## src/hdl/chl_pkg.sv

```systemverilog
// Package for the chained hash lookup table: sizes, codes, payload and
// memory request types shared by the modulo unit, the entry store and the top level.
// Depends on nothing.
package chl_pkg;

    // Table geometry: buckets first, then an equal overflow area
    localparam int MAX_ENTRIES = 256;
    localparam int SLOTS       = 2 * MAX_ENTRIES;
    localparam int BKT_W       = $clog2(MAX_ENTRIES);
    localparam int IDX_W       = $clog2(SLOTS);
    localparam int CNT_W       = $clog2(MAX_ENTRIES + 1);
    localparam int SIZE_W      = 9;
    localparam int KEY_W       = 16;
    localparam int ADDR_W      = 32;

    // Modulo unit: key bits consumed per cycle and cycles per key
    localparam int MOD_BITS    = 4;
    localparam int MOD_CYC     = KEY_W / MOD_BITS;
    localparam int MOD_CNT_W   = $clog2(MOD_CYC);

    // Opcodes
    localparam logic [1:0] OP_CLEAR  = 2'd0;
    localparam logic [1:0] OP_INSERT = 2'd1;
    localparam logic [1:0] OP_LOOKUP = 2'd2;

    // Result status codes
    localparam logic [1:0] ST_OK   = 2'd0;
    localparam logic [1:0] ST_MISS = 2'd1;
    localparam logic [1:0] ST_FULL = 2'd2;

    typedef enum logic [1:0] {
        S_IDLE,
        S_HASH,
        S_WALK,
        S_LINK
    } t_state;

    typedef struct packed {
        logic [1:0]        opcode;
        logic [KEY_W-1:0]  key;
        logic [ADDR_W-1:0] code_addr;
    } t_item;

    typedef struct packed {
        logic              found;
        logic [ADDR_W-1:0] result_addr;
        logic [1:0]        status;
    } t_result;

    typedef struct packed {
        logic [KEY_W-1:0]  key;
        logic [ADDR_W-1:0] addr;
    } t_data;

    typedef struct packed {
        logic             has_next;
        logic [IDX_W-1:0] next;
    } t_link;

    typedef struct packed {
        logic             rd_en;
        logic [IDX_W-1:0] rd_addr;
        logic             d_we;
        logic [IDX_W-1:0] d_waddr;
        t_data            d_wdata;
        logic             l_we;
        logic [IDX_W-1:0] l_waddr;
        t_link            l_wdata;
    } t_store_req;

    typedef struct packed {
        t_data data;
        t_link link;
    } t_store_rsp;

endpackage

```

## src/hdl/chl_mod.sv

```systemverilog
// Modulo unit: remainder of the 16-bit key by the effective table size,
// restoring division at MOD_BITS key bits per cycle. Depends on chl_pkg.
module chl_mod
    import chl_pkg::*;
(
    input  logic              i_clk,
    input  logic              i_rst_n,
    input  logic              i_start,
    input  logic [KEY_W-1:0]  i_key,
    input  logic [SIZE_W-1:0] i_div,
    output logic              o_done,
    output logic [BKT_W-1:0]  o_rem
);

    logic                 r_busy;
    logic                 r_done;
    logic [MOD_CNT_W-1:0] r_cnt;
    logic [KEY_W-1:0]     r_key;
    logic [BKT_W-1:0]     r_rem;
    logic [SIZE_W-1:0]    r_div;
    logic [KEY_W-1:0]     n_key;
    logic [BKT_W-1:0]     n_rem;

    // Shift in key bits and subtract the divisor where it fits
    always_comb begin
        logic [BKT_W:0] t;
        n_rem = r_rem;
        n_key = r_key;
        t     = '0;
        for (int i = 0; i < MOD_BITS; i++) begin
            t = {n_rem, n_key[KEY_W-1]};
            if (t >= r_div) begin
                t = t - r_div;
            end
            n_rem = t[BKT_W-1:0];
            n_key = {n_key[KEY_W-2:0], 1'b0};
        end
    end

    // Control: count the iterations while busy, then pulse done
    always_ff @(posedge i_clk) begin
        if (!i_rst_n) begin
            r_busy <= 1'b0;
            r_done <= 1'b0;
            r_cnt  <= '0;
        end else begin
            r_done <= 1'b0;
            if (i_start) begin
                r_busy <= 1'b1;
                r_cnt  <= '0;
            end else if (r_busy) begin
                r_cnt <= r_cnt + MOD_CNT_W'(1);
                if (r_cnt == MOD_CNT_W'(MOD_CYC - 1)) begin
                    r_busy <= 1'b0;
                    r_done <= 1'b1;
                end
            end
        end
    end

    // Datapath: load on start, iterate while busy
    always_ff @(posedge i_clk) begin
        if (i_start) begin
            r_key <= i_key;
            r_rem <= '0;
            r_div <= i_div;
        end else if (r_busy) begin
            r_key <= n_key;
            r_rem <= n_rem;
        end
    end

    assign o_done = r_done;
    assign o_rem  = r_rem;

endmodule

```

## config.mk

```make
export PLATFORM = sky130hd
export DESIGN_NAME = chl_mod
export DESIGN_NICKNAME = d
export VERILOG_FILES = /design/src/hdl/chl_pkg.sv /design/src/hdl/chl_mod.sv
export SDC_FILE = /design/constraint.sdc
export NUM_CORES = 1
export LEC_CHECK = 0
export BUFFER_PORTS_ARGS = -buffer_cell sky130_fd_sc_hd__buf_4
export CAP_MARGIN = 0
export CORE_UTILIZATION = 45
export CTS_CLUSTER_SIZE = 30
export DETAILED_ROUTE_END_ITERATION = 7
export PLACE_DENSITY_LB_ADDON = 0.08
export SYNTH_ARGS = -nofsm -noshare
export SYNTH_HDL_FRONTEND = slang
export SYNTH_SLANG_ARGS = --single-unit
```

## constraint.sdc

```tcl
create_clock -name i_clk -period 8.09 [get_ports i_clk]
set_clock_uncertainty 0.1 [all_clocks]
set_input_delay 1.2135 -clock i_clk [delete_from_list [all_inputs] [get_ports i_clk]]
set_output_delay 1.2135 -clock i_clk [all_outputs]
set_load 0.05 [all_outputs]
```

==> metrics.cfg <==
[drt]
postRouteAntennaNets=0
wl_microns=8150
num_vias=2709
viasPerCell=5.62
drt_iter0_markers=127
wl_per_cell_microns=16.9
drt_pass1_iterations=4
drc=0

[place]
place_area_sq_mm=0.00362
routabilityCongestion=0.956
hpwl_microns=6340
dp.cells=474
portBuffers=36

[worst_setup_path]
cp_max_fo=13
crit_path_start=r_div[1]$_DFFE_PP_
crit_family=compound AO/OA/AOI/OAI gates
rrSetupSlack_ps=460
r2r-end=o_rem[6]$_SDFFE_PP0P_
cp_num_buf_inv=4
crit_type=reg2reg
critPathArrivalTime_ps=7730
critPathRequiredTime_ps=8190
reg2reg_depth=29
cp-start-kind=flip-flop
endpoint_kind=flip-flop
crit_slowest_cell=edfxtp_1
r2r-start=r_div[1]$_DFFE_PP_
slowest_delay_ps=460

[timing]
tightest_slew_ps=617
tns_ps=0
finalCriticalPeriod_ps=7630
rsz0062_at_grt=yes
hold_slack_ps=404
fmax_ghz=0.131
drv_slew=0
finalHoldViolations=0
setup_violations=0
relSlewSlack=0.589
period_share=0.944

[yosys]
seq_area_frac_synth=0.305
synth_most_common_cell=ha_1
synth_edf_count=25
yosys_warnings=0
synth_area_leaders=edfxtp_1 (23%), ha_1 (14%), dfxtp_1 (7.4%)
syn_inst=347
ys_seq_elements=37
netlist_area_sq_mm=0.00325
syn_avg_cell_area_sq_um=9.37
yosysTopAreaCellShare=0.231
synth_cell_types=58
synthArstFlopShare=0
synth_flop_cell=edfxtp_1
syn-num-nets=416
yosys.area.top_type=edfxtp_1
synth_commonest_cells=ha_1 (37), inv_1 (30), edfxtp_1 (25), a21oi_1 (23), nor2_1 (23)

[cells_and_area]
final_nets=454
n_antenna_cell=0
fin_area_sq_mm=0.00374
instances_no_fill=482
area_growth_pct=15.1
drive_gt1_frac=0.205

[die]
dieHeight_microns=87.0
ios=37
core-area_sq_mm=0.00687
row_count=30
die_area_sq_mm=0.00757
start_util=0.473
die_w_microns=87.0

[status]
outcome=completed

[clock_network]
clk_pin_slew_ps=80
htreeDepth=2
cts_buffers=5
clk_latency_ps=290
tritoncts=yes
hold_buffers=0
cts_root_buffer=clkbuf_8
ctsLongestPathBuffers=2
cts_sinks=37

[worst_hold_path]
hp-start=r_cnt[1]$_SDFFE_PP0P_
hp-class=reg2reg
min_to=r_cnt[1]$_SDFFE_PP0P_
hold_depth=2

[power_and_ir_drop]
ir_worst_vdd_uv=330
leakage_uw=0.00164
power.density_mw_per_mm2=435

[global_routing]
grt_pass1_wl_microns=13200
grt_pass1_vias=2607
grt_max_degree=38
grt.overflow.total=0
grtUsageTotal=0.233
antenna_found_initial=0

[run]
cap_violations=0

## worst reg2reg max path: cells and delay by family (launching register included)
family | cells | cell delay, ps
buffers and inverters | 4 | 490
multiplexers | 3 | 1100
AND/OR/NAND/NOR | 4 | 560
AO/OA/AOI/OAI | 14 | 3700
flip-flops | 1 | 460
adder cells (fa/ha/maj) | 4 | 1110
## cells by family after synthesis
| kind of cell | share of synthesized area |
|---|---|
| and+or+nand+nor | 0.147 |
| xor gates and xnor gates | 0.0431 |
| buffers and inverters | 0.0481 |
| DFF | 0.305 |
| adders and majority gates | 0.167 |
| muxes | 0.0777 |
| AOI/OAI and AO/OA | 0.212 |
## state kept, by name, summed over array words and instances, names as in the netlist
name / count
r_key: 16
o_rem: 8
r_div: 9
o_done: 1
r_cnt: 2
r_busy: 1
## layout by cell type, fill, tap and decap left out, types with 3 or more instances in the layout
cell type | netlist | layout
o21ai_1 | 6 | 6
edfxtp_1 | 25 | 25
nor3_1 | 9 | 9
o21ai_0 | 20 | 20
a21o_1 | 6 | 6
nand2_1 | 14 | 14
nand4_1 | 5 | 5
ha_1 | 37 | 37
and3_1 | 3 | 3
nand3_1 | 10 | 10
nor2_1 | 23 | 23
buf_4 | 1 | 39
xor2_1 | 4 | 4
or3_1 | 3 | 3
nor2b_1 | 6 | 6
mux2i_1 | 5 | 5
nand2b_1 | 5 | 5
mux2_2 | 18 | 18
clkbuf_8 | 0 | 5
inv_1 | 30 | 30
xnor2_1 | 12 | 12
and2_1 | 5 | 5
a21oi_1 | 23 | 23
nor3b_1 | 3 | 3
dfxtp_1 | 12 | 12
or2_2 | 3 | 3
fa_1 | 4 | 4
o21a_1 | 11 | 11
## final cells by class
class                      count  area (sq um)
fill                         645          3130
multi-input combinational    272          2110
sequential                    37           991
timing repair buffer          39           293
tap                           96           120
inverter                      30           113
clock buffer                   6          72.6
clock inverter                 2          38.8
## where the power goes
group	switching [uW]	total (uW)	internal (uW)
Clock	68.6	161	92.6
Combinational	697	1210	517
Sequential	23.9	252	228
## metal layers
layer  part of all wire  vias to the layer above  GRT usage
met1               0.44                     1269      0.297
met5                  0                        -          0
li1                   -                     1358          -
met2               0.50                       73      0.404
met4              0.019                        0     0.0879
met3              0.042                        9     0.0265
## what timing repair did
action,in CTS,in global routing
setup buffers,0,0
setup endpoints to repair,0,6
gates resized for setup,0,2
endpoints found under the hold margin,0,0
## worst max-delay path by stage
| stage | endpoint | slack, ps | cells after the start |
|---|---|---|---|
| 3_5_place_dp | o_rem[6]$_SDFFE_PP0P_ | 450 | 27 |
| 2_1_floorplan | o_rem[7]$_SDFFE_PP0P_ | 1080 | 30 |
| 3_3_place_gp | o_rem[6]$_SDFFE_PP0P_ | 600 | 30 |
| 6_report | o_rem[6]$_SDFFE_PP0P_ | 460 | 29 |
| 5_1_grt | o_rem[6]$_SDFFE_PP0P_ | -50 | 30 |
| 4_1_cts | o_rem[6]$_SDFFE_PP0P_ | 420 | 27 |
## stage by stage
step	worst slack (ps)	total power, uW	util
2_1_floorplan	1080	1200	-
3_3_place_gp	596	1450	0.527
3_5_place_dp	447	1440	0.527
4_1_cts	416	1610	0.543
5_1_grt	-46.0	1770	0.545
6_report	456	1630	0.545
Power figures use the tool's default switching activity.
